File: src/hdl/sgs_pkg.sv
// Shared constants, types and helpers for the Savitzky-Golay smoother.
// No dependencies; imported by sgs_ram users and the top level.
package sgs_pkg;

	localparam int MAX_SIDE       = 8;
	localparam int SAMPLE_BITS    = 16;
	localparam int COEF_FRAC_BITS = 20;

	localparam int OFFSET_BITS = 5;
	localparam int COEF_BITS   = 24;
	localparam int SPAN_BITS   = 4;
	localparam int OUT_BITS    = 24;

	localparam int TAPS   = 2 * MAX_SIDE + 1;
	localparam int IDX_W  = $clog2(TAPS);
	localparam int CNT_W  = $clog2(TAPS + 1);
	localparam int SPAN_W = $clog2(MAX_SIDE + 1);
	localparam int PROD_W = SAMPLE_BITS + COEF_BITS;
	localparam int ACC_W  = PROD_W + $clog2(TAPS);

	localparam int TDATA_IN_W  = ((OFFSET_BITS + COEF_BITS + SAMPLE_BITS + 7) / 8) * 8;
	localparam int TDATA_OUT_W = ((OUT_BITS + 7) / 8) * 8;

	localparam int CFG_IDX_W = 1;
	localparam logic [CFG_IDX_W-1:0] REG_LEFT_SPAN  = 1'b0;
	localparam logic [CFG_IDX_W-1:0] REG_RIGHT_SPAN = 1'b1;

	localparam logic ACT_LOAD_TAP = 1'b0;
	localparam logic ACT_SAMPLE   = 1'b1;

	typedef enum logic [4:0] {
		ST_IDLE  = 5'b00001,
		ST_CHECK = 5'b00010,
		ST_RUN   = 5'b00100,
		ST_DRAIN = 5'b01000,
		ST_EMIT  = 5'b10000
	} state_t;

	// where a window operand comes from
	typedef enum logic [1:0] {
		SEL_MEM   = 2'd0,
		SEL_FIRST = 2'd1,
		SEL_LAST  = 2'd2
	} win_sel_t;

	// span register clamped to MAX_SIDE
	function automatic logic [SPAN_W-1:0] eff_span(input logic [SPAN_BITS-1:0] s);
		if (int'(s) > MAX_SIDE)
			return SPAN_W'(MAX_SIDE);
		else
			return SPAN_W'(s);
	endfunction

endpackage

File: src/hdl/savitzky_golay_smoother.sv
// Savitzky-Golay smoother top level: control sequencer, shared MAC, output register.
// Depends on sgs_pkg and sgs_ram (window store and tap store).
//
// Usage
//  s_axis carries both tap loads and samples. tuser = 0: load the tap at
//  tdata offset with the tdata coefficient (no result). tuser = 1:
//  a sample of the current record; tlast marks the record's final sample.
//  m_axis carries smoothed samples, right_span samples behind the input; the
//  final sample of a record flushes the rest and the last output has tlast.
//  cfg_we/cfg_index/cfg_data write left_span (0) and right_span (1); write
//  them only while the block is idle.
// Operation
//  Each output takes a check, then the issue of L+R+1 taps to the
//  single multiply-accumulate (one window read and one tap read per cycle),
//  a drain of the read and multiply stages and a load of the output
//  register. A sample is accepted while idle, then gets a check per window
//  position and the sequence above per output it causes (up to R+1 for the
//  last one); s_axis_tready is high only when no sample is being worked on.
// Reset and stall
//  Reset gives spans of 2 and closes any open record; taps and window
//  contents are not cleared (taps must be loaded before use). A stalled
//  m_axis holds the output register and the sequencer waits on it.
module savitzky_golay_smoother (
	input  logic                              clk,
	input  logic                              arst_n,
	input  logic                              s_axis_tvalid,
	output logic                              s_axis_tready,
	// [4:0] tap_offset, [28:5] coef_value, [44:29] sample, rest zero
	input  logic [sgs_pkg::TDATA_IN_W-1:0]    s_axis_tdata,
	// [0] action
	input  logic                              s_axis_tuser,
	input  logic                              s_axis_tlast,
	output logic                              m_axis_tvalid,
	input  logic                              m_axis_tready,
	// [23:0] smoothed
	output logic [sgs_pkg::TDATA_OUT_W-1:0]   m_axis_tdata,
	output logic                              m_axis_tlast,
	input  logic                              cfg_we,
	input  logic [sgs_pkg::CFG_IDX_W-1:0]     cfg_index,
	input  logic [sgs_pkg::SPAN_BITS-1:0]     cfg_data
);
	import sgs_pkg::*;

	localparam int W1 = IDX_W + 1;
	localparam logic signed [ACC_W-1:0] ROUND_HALF = ACC_W'(1) << (COEF_FRAC_BITS - 1);
	localparam logic signed [ACC_W-1:0] SAT_HI =
		{{(ACC_W-OUT_BITS+1){1'b0}}, {(OUT_BITS-1){1'b1}}};
	localparam logic signed [ACC_W-1:0] SAT_LO =
		{{(ACC_W-OUT_BITS+1){1'b1}}, {(OUT_BITS-1){1'b0}}};

	// input fields
	logic signed [OFFSET_BITS-1:0] in_offset;
	logic signed [COEF_BITS-1:0]   in_coef;
	logic signed [SAMPLE_BITS-1:0] in_sample;
	logic                          in_xfer;

	assign in_offset = s_axis_tdata[OFFSET_BITS-1:0];
	assign in_coef   = s_axis_tdata[OFFSET_BITS +: COEF_BITS];
	assign in_sample = s_axis_tdata[OFFSET_BITS+COEF_BITS +: SAMPLE_BITS];
	assign in_xfer   = s_axis_tvalid && s_axis_tready;

	// config and control state
	logic [SPAN_BITS-1:0] left_q, right_q;
	logic [SPAN_W-1:0]    eff_l, eff_r;
	state_t               state_q;
	logic [IDX_W-1:0]     newest_q, t_q;
	logic [CNT_W-1:0]     n_q;
	logic [SPAN_W-1:0]    j_q;
	logic                 in_record_q;
	logic                 valid_s1, tlast_s1, valid_s2, tlast_s2;
	logic                 out_valid_q;

	// payload
	logic signed [SAMPLE_BITS-1:0] first_q, x_q;
	logic                          last_q;
	win_sel_t                      sel_s1;
	logic signed [PROD_W-1:0]      prod_s2;
	logic signed [ACC_W-1:0]       acc_q;
	logic signed [OUT_BITS-1:0]    out_data_q;
	logic                          out_last_q;

	assign eff_l = eff_span(left_q);
	assign eff_r = eff_span(right_q);

	// memories
	logic                          tap_we, win_we;
	logic [IDX_W-1:0]              tap_waddr, win_waddr, win_raddr;
	logic [COEF_BITS-1:0]          tap_rdata;
	logic [SAMPLE_BITS-1:0]        win_rdata;

	// taps outside the window range are dropped
	assign tap_we = in_xfer && (s_axis_tuser == ACT_LOAD_TAP) &&
		(int'(in_offset) >= -MAX_SIDE) && (int'(in_offset) <= MAX_SIDE);
	assign tap_waddr = IDX_W'(int'(in_offset) + MAX_SIDE);

	// window is a circular buffer; a new record restarts at entry zero
	assign win_we    = in_xfer && (s_axis_tuser == ACT_SAMPLE);
	assign win_waddr = !in_record_q ? '0 :
		(newest_q == IDX_W'(TAPS - 1)) ? '0 : IDX_W'(newest_q + 1'b1);

	sgs_ram #(.WIDTH(COEF_BITS), .DEPTH(TAPS)) u_tap_ram (
		.clk   (clk),
		.we    (tap_we),
		.waddr (tap_waddr),
		.wdata (in_coef),
		.raddr (t_q),
		.rdata (tap_rdata)
	);

	sgs_ram #(.WIDTH(SAMPLE_BITS), .DEPTH(TAPS)) u_win_ram (
		.clk   (clk),
		.we    (win_we),
		.waddr (win_waddr),
		.wdata (in_sample),
		.raddr (win_raddr),
		.rdata (win_rdata)
	);

	// operand address: age counts back from the newest (flushed) sample;
	// flush repeats sit in front, ages before the record use its first sample
	logic [W1-1:0] age, jx, r_age;
	win_sel_t      sel_issue;

	always_comb begin
		age   = W1'(eff_r) + W1'(MAX_SIDE) - W1'(t_q);
		jx    = W1'(j_q);
		r_age = age - jx;
		if (age < jx)
			sel_issue = SEL_LAST;
		else if (r_age >= W1'(n_q))
			sel_issue = SEL_FIRST;
		else
			sel_issue = SEL_MEM;
		if (r_age > W1'(newest_q))
			win_raddr = IDX_W'(W1'(newest_q) + W1'(TAPS) - r_age);
		else
			win_raddr = IDX_W'(W1'(newest_q) - r_age);
	end

	// stage 1 multiply
	logic signed [SAMPLE_BITS-1:0] operand;
	logic signed [PROD_W-1:0]      prod;

	always_comb begin
		unique case (sel_s1)
			SEL_FIRST: operand = first_q;
			SEL_LAST:  operand = x_q;
			SEL_MEM:   operand = $signed(win_rdata);
			default:   operand = $signed(win_rdata);
		endcase
		prod = PROD_W'(operand) * PROD_W'($signed(tap_rdata));
	end

	// round half up, then saturate
	logic signed [ACC_W-1:0]    shifted;
	logic signed [OUT_BITS-1:0] rounded;

	always_comb begin
		shifted = acc_q >>> COEF_FRAC_BITS;
		if (shifted > SAT_HI)
			rounded = SAT_HI[OUT_BITS-1:0];
		else if (shifted < SAT_LO)
			rounded = SAT_LO[OUT_BITS-1:0];
		else
			rounded = shifted[OUT_BITS-1:0];
	end

	logic out_load, out_due, seq_done, issue_last;

	assign out_due    = (W1'(n_q) + W1'(j_q)) > W1'(eff_r);
	assign out_load   = (state_q == ST_EMIT) && (!out_valid_q || m_axis_tready);
	assign seq_done   = !last_q || (j_q == eff_r);
	assign issue_last = (t_q == IDX_W'(MAX_SIDE) + IDX_W'(eff_r));

	// control
	always_ff @(posedge clk or negedge arst_n) begin
		if (!arst_n) begin
			left_q      <= SPAN_BITS'(2);
			right_q     <= SPAN_BITS'(2);
			state_q     <= ST_IDLE;
			newest_q    <= '0;
			t_q         <= '0;
			n_q         <= '0;
			j_q         <= '0;
			in_record_q <= 1'b0;
			valid_s1    <= 1'b0;
			tlast_s1    <= 1'b0;
			valid_s2    <= 1'b0;
			tlast_s2    <= 1'b0;
			out_valid_q <= 1'b0;
		end else begin
			if (cfg_we && cfg_index == REG_LEFT_SPAN)
				left_q <= cfg_data;
			if (cfg_we && cfg_index == REG_RIGHT_SPAN)
				right_q <= cfg_data;

			valid_s1 <= (state_q == ST_RUN);
			tlast_s1 <= (state_q == ST_RUN) && issue_last;
			valid_s2 <= valid_s1;
			tlast_s2 <= tlast_s1;

			if (out_load)
				out_valid_q <= 1'b1;
			else if (m_axis_tready)
				out_valid_q <= 1'b0;

			unique case (state_q)
				ST_IDLE: begin
					if (win_we) begin
						newest_q    <= win_waddr;
						in_record_q <= 1'b1;
						j_q         <= '0;
						if (!in_record_q)
							n_q <= CNT_W'(1);
						else if (n_q != CNT_W'(TAPS))
							n_q <= n_q + 1'b1;
						state_q <= ST_CHECK;
					end
				end
				ST_CHECK: begin
					if (out_due) begin
						t_q     <= IDX_W'(MAX_SIDE) - IDX_W'(eff_l);
						state_q <= ST_RUN;
					end else if (seq_done) begin
						if (last_q)
							in_record_q <= 1'b0;
						state_q <= ST_IDLE;
					end else begin
						j_q <= j_q + 1'b1;
					end
				end
				ST_RUN: begin
					t_q <= t_q + 1'b1;
					if (issue_last)
						state_q <= ST_DRAIN;
				end
				ST_DRAIN: begin
					if (valid_s2 && tlast_s2)
						state_q <= ST_EMIT;
				end
				ST_EMIT: begin
					if (out_load) begin
						if (seq_done) begin
							if (last_q)
								in_record_q <= 1'b0;
							state_q <= ST_IDLE;
						end else begin
							j_q     <= j_q + 1'b1;
							state_q <= ST_CHECK;
						end
					end
				end
				default: state_q <= ST_IDLE;
			endcase
		end
	end

	// datapath
	always_ff @(posedge clk) begin
		if (win_we && state_q == ST_IDLE) begin
			x_q    <= in_sample;
			last_q <= s_axis_tlast;
			if (!in_record_q)
				first_q <= in_sample;
		end
		sel_s1  <= sel_issue;
		prod_s2 <= prod;
		if (state_q == ST_CHECK)
			acc_q <= ROUND_HALF;
		else if (valid_s2)
			acc_q <= acc_q + ACC_W'(prod_s2);
		if (out_load) begin
			out_data_q <= rounded;
			out_last_q <= last_q && (j_q == eff_r);
		end
	end

	assign s_axis_tready = (state_q == ST_IDLE);
	assign m_axis_tvalid = out_valid_q;
	assign m_axis_tdata  = TDATA_OUT_W'($unsigned(out_data_q));
	assign m_axis_tlast  = out_last_q;

`ifndef SYNTHESIS
	// result is taken only once the MAC pipeline has emptied
	assert property (@(posedge clk) disable iff (!arst_n)
		(state_q == ST_EMIT) |-> (!valid_s1 && !valid_s2))
		else $error("output loaded with MAC still in flight");

	// a record closes only after its final sample
	assert property (@(posedge clk) disable iff (!arst_n)
		$fell(in_record_q) |-> $past(last_q))
		else $error("record closed without a final sample");

	// sample count saturates at the window depth
	assert property (@(posedge clk) disable iff (!arst_n)
		n_q <= CNT_W'(TAPS))
		else $error("sample count beyond window depth");
`endif

endmodule

File: src/hdl/sgs_ram.sv
// Generic simple dual-port RAM: one write port, one registered read port.
// No dependencies.
module sgs_ram #(
	parameter int WIDTH = 16,
	parameter int DEPTH = 17
) (
	input  logic                     clk,
	input  logic                     we,
	input  logic [$clog2(DEPTH)-1:0] waddr,
	input  logic [WIDTH-1:0]         wdata,
	input  logic [$clog2(DEPTH)-1:0] raddr,
	output logic [WIDTH-1:0]         rdata
);

	logic [WIDTH-1:0] mem [DEPTH];

	always_ff @(posedge clk) begin
		if (we)
			mem[waddr] <= wdata;
		rdata <= mem[raddr];
	end

endmodule
File: config.mk
export PLATFORM = sky130hd
export DESIGN_NAME = savitzky_golay_smoother
export DESIGN_NICKNAME = d
export VERILOG_FILES = /design/src/hdl/sgs_pkg.sv /design/src/hdl/savitzky_golay_smoother.sv /design/src/hdl/sgs_ram.sv
export SDC_FILE = /design/constraint.sdc
export NUM_CORES = 2
export LEC_CHECK = 0
export BUFFER_PORTS_ARGS = -buffer_cell sky130_fd_sc_hd__buf_2
export CORE_ASPECT_RATIO = 2
export CORE_MARGIN = 2
export CORE_UTILIZATION = 50
export CTS_BUF_LIST = sky130_fd_sc_hd__clkbuf_16
export DETAILED_ROUTE_END_ITERATION = 6
export PLACE_DENSITY = 0.66
export REMOVE_ABC_BUFFERS = 1
export SLEW_MARGIN = 20
export SYNTH_ARGS = -nofsm -noshare
export SYNTH_HDL_FRONTEND = slang
export SYNTH_HIERARCHICAL = 1
export SYNTH_SLANG_ARGS = --single-unit
File: constraint.sdc
create_clock -name clk -period 15.3 [get_ports clk]
set_input_delay 1.53 -clock clk [delete_from_list [all_inputs] [get_ports clk]]
set_output_delay 1.53 -clock clk [all_outputs]
set_load 0.01 [all_outputs]
; Word-level counts from Yosys, hierarchy flattened
; Memory sizes are Yosys's and may differ from the RTL's. A register that Yosys moved wholly into a read port is not among the register bits.
; Cells that the tools add are included.
[totals]
mem_bits_ro = 0
latch_bits = 0
mem_count = 2
ff_bits = 183
output_inout_bits = 27
mem_bits_rw = 680
[classes]
n_reduce_logical = 25
bitwise_logic = 3
div_mod_pow = 0
order_cmp = 10
addsub = 15
mul = 1
n_shift = 0
n_mux = 37
n_eq_ne = 19
[mem_list]
columns = memory, words, word_bits, rd, rd_clocked_by_memory_dff, write_ports, line_no
row1 = u_tap_ram.mem, 17, 24, 1, 1, 1, sgs_ram.sv:15  ; logic [WIDTH-1:0] mem [DEPTH];
row2 = u_win_ram.mem, 17, 16, 1, 1, 1, sgs_ram.sv:15
[op_table]
columns = operator, n
row1 = 5-bit two-way mux, 12
row2 = 45-bit by 40-bit adder with 45-bit output, 1
row3 = 16-bit by 24-bit multiplier with 40-bit output, 1
row4 = 16-bit one-hot mux with 2 select lines, 1
row5 = "25-bit by 24-bit > comparator with 1-bit output, second input constant", 1
row6 = "25-bit by 24-bit less-than comparator with 1-bit output, second input constant", 1
row7 = 5-bit one-hot mux with 5 select lines, 1
row8 = 24-bit two-way mux, 1
row9 = 4-bit two-way mux, 6
row10 = "5-bit by 1-bit adder with 5-bit output, second input constant", 3
row11 = 1-bit logical AND, 12
row12 = 1-bit two-way mux, 12
row13 = 4-bit one-hot mux with 3 select lines, 1
row14 = "5-bit adder, second input constant", 2
row15 = "5-bit == test, second input constant", 2
row16 = "2-bit != test, second input constant", 5
row17 = 5-bit one-hot mux with 2 select lines, 1
row18 = 5-bit subtractor, 2
row19 = "4-bit > comparator, second input constant", 2
row20 = 5-bit by 4-bit adder with 6-bit output, 1
row21 = 6-bit by 5-bit >= comparator with 1-bit output, 1
row22 = 6-bit by 4-bit > comparator with 1-bit output, 1
row23 = 6-bit by 5-bit > comparator with 1-bit output, 1
row24 = 6-bit by 4-bit less-than comparator with 1-bit output, 1
row25 = 30 further kinds, 38

; Logic depth before layout (Yosys ltp)
[depth]
ltp_word = 7
depth_mapped = 32
mapped_depth_nobuf = 29

; Hierarchy
; Netlist, hierarchy kept.
[modules_own_cells]
columns = module, cells_each, instances, seq_area_each_um2, area_each_um2
row1 = savitzky_golay_smoother, 2642, 1, 4438.0, 24130.6
row2 = sgs_ram at u_tap_ram, 695, 1, 12732.2, 16264.3
row3 = sgs_ram at u_win_ram, 474, 1, 8488.1, 10871.7

; Least setup slack after synthesis
; No wires, ideal clock.
[synth_timing]
kind = register to register
start = register sel_s1[0]
end = register prod_s2[39]
required_time_ns = 15.174
path_slack_ns = 8.083
period_less_slack_ns = 7.217
t_arrival_ns = 7.091
path_stages_with_launch = 30
setup_ns = 0.126
cell_sequence = dfxtp_1 -> inv_1 -> ha_1 -> clkbuf_1 -> buf_1 -> nand2_1 -> o21ai_1 -> clkbuf_1 -> nand2_1 -> fa_1 -> inv_1 -> fa_1 -> fa_1 -> fa_1 -> fa_1 -> inv_1 -> fa_1 -> inv_1 -> ha_1 -> a21o_1 -> a21o_1 -> a21o_1 -> a21o_1 -> nand3_1 -> o311ai_4 -> a211o_2 -> nand4_1 -> a21boi_2 -> o41ai_2 -> xnor2_1
[synth_between]
elab_chain_len = 3
[synth_rtl]
columns = item, line_no
row1 = start: declaration, savitzky_golay_smoother.sv:76  ; win_sel_t sel_s1;
row2 = start signal: assignment, savitzky_golay_smoother.sv:266  ; sel_s1 <= sel_issue;
row3 = 2-bit == test / 2-bit by 1-bit == test with 1-bit output (equally long branches), savitzky_golay_smoother.sv:145  ; unique case (sel_s1)
row4 = 16-bit one-hot mux with 2 select lines (*), savitzky_golay_smoother.sv:145
row5 = 16-bit by 24-bit multiplier with 40-bit output (*), savitzky_golay_smoother.sv:151  ; prod = PROD_W'(operand) * PROD_W'($signed(tap_rdata));
row6 = via prod[39], savitzky_golay_smoother.sv:142  ; logic signed [PROD_W-1:0] prod;
row7 = end signal: assignment, savitzky_golay_smoother.sv:267  ; prod_s2 <= prod;
row8 = end: declaration, savitzky_golay_smoother.sv:77  ; logic signed [PROD_W-1:0] prod_s2;
; Mark *: on every way through the listed nets, which the timed path passes. The rest lies on a longest branch.
; A chain may end at the register's enable or synchronous reset.

; Worst setup path after layout
[layout_timing]
start = register sel_s1[1]
end = register prod_s2[38]
; The elaborated chain is that of the path after synthesis.

==> impl_metrics.yaml <==
outcome:
  status: "complete, no violations"
synthesis:
  synthArstFlopShare_pct: 4.21
  syn_area_per_cell_um2: 13.5
  synthAdderAreaFrac_pct: 19.6
  ys_seq_elements: 903
  synth_edf_count: 738
  synthMuxAreaShare_pct: 8.65
  yosysSeqAreaShare_pct: 50.0
  synth_xor_xnor_area_share_pct: 1.86
  yosysWarnings: 6
  syn_area_um2: 51300
  syn_inst: 3811
  synth_top_family_by_area: "adder cells"
  synth_compound_area_share_pct: 6.50
  yosys_most_used_dff: "edfxtp_1"
  yosys.area_share.simple_pct: 7.63
  synth.distinct_cells: 86
floorplan:
  fp.dieW_um: 230
  num_rows: 166
  die_h_um: 457
  pin_count: 87
  initial_core_util_pct: 50.3
  core-area_um2: 102000
  dieArea_um2: 105000
clock_network:
  cts_buffers: 79
  clk_path_buf_depth: 3
  path_clk_slew_ns: 0.06
  ctsResizeCount: 0
  cts_root_buf: "clkbuf_16"
  clk_latency_ns: 0.69
  hold_buffers: 0
  cts_tree: "yes"
  cts_sinks: 903
  postCtsSetupBuffers: 0
  htree_num_levels: 3
place:
  placed_area_um2: 53200
  io_buffers: 83
  place.gp.congestion: 0.864
  post-dp-hpwl_mm: 82.8
finish:
  drive_above_1_share_pct: 14.1
  area_growth_pct: 9.01
  final_util_pct: 54.8
  fill_cells: 8292
  fin_nets: 4524
  final_area_um2: 55900
run:
  cap_violations: 0
sta:
  skew_ns: 0.0329
  min_period_ns: 8.28
  relSlewSlack_pct: 25.2
  min_period_over_period_pct: 54.1
  setup_tns_ns: 0
  drv_slew: 0
  grt_setup_unrepaired: "false"
  setup_viol: 0
  worst_pin_slew_ns: 1.12
  hold_viol: 0
  fmax_mhz: 121
worst_setup_path:
  crit_start: "sel_s1[1]$_SDFF_PN1_"
  cp_common_cell: "fa_1"
  end_kind: "flip-flop"
  crit_required_ns: 15.85
  crit_buf_inv: 5
  start_kind: "flip-flop"
  timing.rr.start: "sel_s1[1]$_SDFF_PN1_"
  cp_top_family: "adder cells"
  crit_type: "reg -> reg"
  ff2ff_setup_slack_ns: 7.02
  crit_fanout: 24
  critPathSlowestCell: "ha_1"
  cp.arrival_ns: 8.82
  cpPeakStageDelay_ns: 0.75
route:
  routed_via_density: 5.58
  vias: 29600
  drc: 0
  totalWireLength_mm: 116
  dr.pass1.iters: 5
  drt-initial-drc-count: 1822
  routedWlPerCell_um: 21.8
  postRouteAntennaNets: 0
global_routing:
  grt.total_usage_pct: 22.7
  grt_max_degree: 54
  grt_first_pass_wirelength_mm: 181
  antenna_found_initial: 12
  grt-ovfl-total: 0
  grt_pass1_vias: 32200
min_path:
  hold_class: "reg -> reg"
  hold_start: "tlast_s1$_DFF_PN0_"
cell usage in the layout (no fill, tap or decap), types with 27 or more instances in the layout:
master     netlist  layout
edfxtp_1       738     738
inv_1          524     534
fa_1           381     381
nand2_1        326     326
ha_1           192     192
nor2_1         201     188
mux4_2         155     155
and2_1         130     130
dfxtp_1        127     127
a21oi_1         97      95
o21ai_0        103      91
buf_2           11      83
xnor2_1         82      82
clkbuf_16        0      81
buf_4            6      74
mux2i_1         70      69
a21o_1          51      51
o22ai_1         46      46
nor2b_1         45      42
a221oi_2        35      35
dfrtp_1         35      31
nand2b_1        28      27
nand3_1         27      27
layer usage:
metal | vias to the layer above | part of all wire [%] | track usage [%]
met4 | 14 | 4.2 | 9.09
met1 | 15200 | 33 | 22.6
li1 | 13400 | - | -
met2 | 732 | 58 | 45.9
met3 | 315 | 4.0 | 3.24
met5 | - | 0.083 | 0
synthesized netlist by cell type (5+ instances only):
master      n  share of area [%]
nand3b_1    5              0.073
nor2_1    201                1.5
nor3b_1     5              0.073
dfrtp_1    35                1.7
mux2i_1    70                1.4
o21a_1     13               0.19
nand4_1    12               0.15
a22oi_1    18               0.26
a21oi_1    97               0.95
buf_2      11               0.11
nand2_1   326                2.4
or2_2      10               0.12
buf_8       7               0.21
and3_1     15               0.18
o22ai_1    46               0.56
edfxtp_1  738                 43
o21ai_0   103                1.0
ha_1      192                4.7
buf_12      9               0.35
o21ai_1     6              0.059
inv_1     524                3.8
clkbuf_1  103               0.75
nand3_1    27               0.26
buf_1       6              0.044
a221oi_1    6               0.10
fa_1      381                 15
nand2b_1   28               0.34
xor2_1     27               0.46
and2_1    130                1.6
a21o_1     51               0.75
xnor2_1    82                1.4
o21bai_1   14               0.21
and4_1      7               0.12
mux4_2    155                6.8
a221oi_2   35                1.0
nor3_1     17               0.17
a211oi_1   18               0.26
mux4_1      5               0.26
dfxtp_1   127                5.0
a31oi_1    11               0.13
mux2_2     10               0.22
nor2b_1    45               0.55
buf_4       6              0.088
buf_6      15               0.33
kinds of logic (layout without fill, tap and decap cells):
group                      count (synthesis)  in the layout
buffers and inverters                    682            827
xor gates and xnor gates                 109            109
and+or+nand+nor                          837            837
adders and majority gates                573            573
muxes                                    240            240
AOI/OAI and AO/OA                        467            467
other                                      0              3
DFF                                      903            903
cell type report:
cell class	count	area [µm²]	share of cell area, %
Multi-Input combinational cell	2226	22900	40.9
Inverter	524	1970	3.52
Clock buffer	81	2030	3.63
Clock inverter	65	697	1.25
Antenna cell	3	7.51	0.0134
Timing Repair Buffer	157	971	1.74
Sequential cell	903	25700	45.9
Tap cell	1344	1680	3.01
worst register-to-register path: stages (launching register included):
cell	delay, ns
dfxtp_1	0.31
inv_1	0.05
ha_1	0.75
a22oi_1	0.21
o21ai_1	0.21
buf_4	0.35
nand2_1	0.16
fa_1	0.53
fa_1	0.54
fa_1	0.52
inv_1	0.05
fa_1	0.49
fa_1	0.49
inv_1	0.05
fa_1	0.50
inv_1	0.05
ha_1	0.32
and4_1	0.26
and4_1	0.20
a21oi_1	0.47
a32oi_2	0.31
a21oi_2	0.33
o21bai_1	0.13
a21oi_1	0.36
o21ai_1	0.15
nand3_1	0.13
a21oi_1	0.09
xor2_1	0.15
registers in the layout, summed over array words and instances (netlist names), 2 cells and up:
signal and flops:
acc_q 45, first_q 16, j_q 4, left_q 4
m_axis_tdata 24, n_q 5, newest_q 5, prod_s2 40
right_q 4, sel_s1 2, state_q 5, t_q 5
u_tap_ram/mem 408, u_tap_ram/rdata 24, u_win_ram/mem 272, u_win_ram/rdata 16
x_q 16
through the flow:
| step | worst slack (ns) | instances | hold slack (ns) |
|---|---|---|---|
| after global placement | 7.02 | 5154 | 0.334 |
| after detailed placement | 7.00 | 5154 | 0.338 |
| final | 7.02 | 5303 | 0.354 |
| after global routing | 6.80 | 5301 | 0.355 |
| after floorplan | 3.44 | 3653 | 0.331 |
| after CTS | 7.00 | 5300 | 0.353 |
path summary, 6_finish.rpt:
check | endpoint | cells past startpoint
max | prod_s2[38]$_DFF_P_ | 27
min | tlast_s2$_DFF_PN0_ | 0
max reg2reg | prod_s2[38]$_DFF_P_ | 27
min reg2reg | tlast_s2$_DFF_PN0_ | 0
max in group asynchronous | t_q[2]$_DFFE_PN0P_ | 1
min in group asynchronous | j_q[3]$_DFFE_PN0P_ | 1
Power is not shown: default switching activity piles up to over one toggle a cycle in this logic, so the estimate is an artifact.
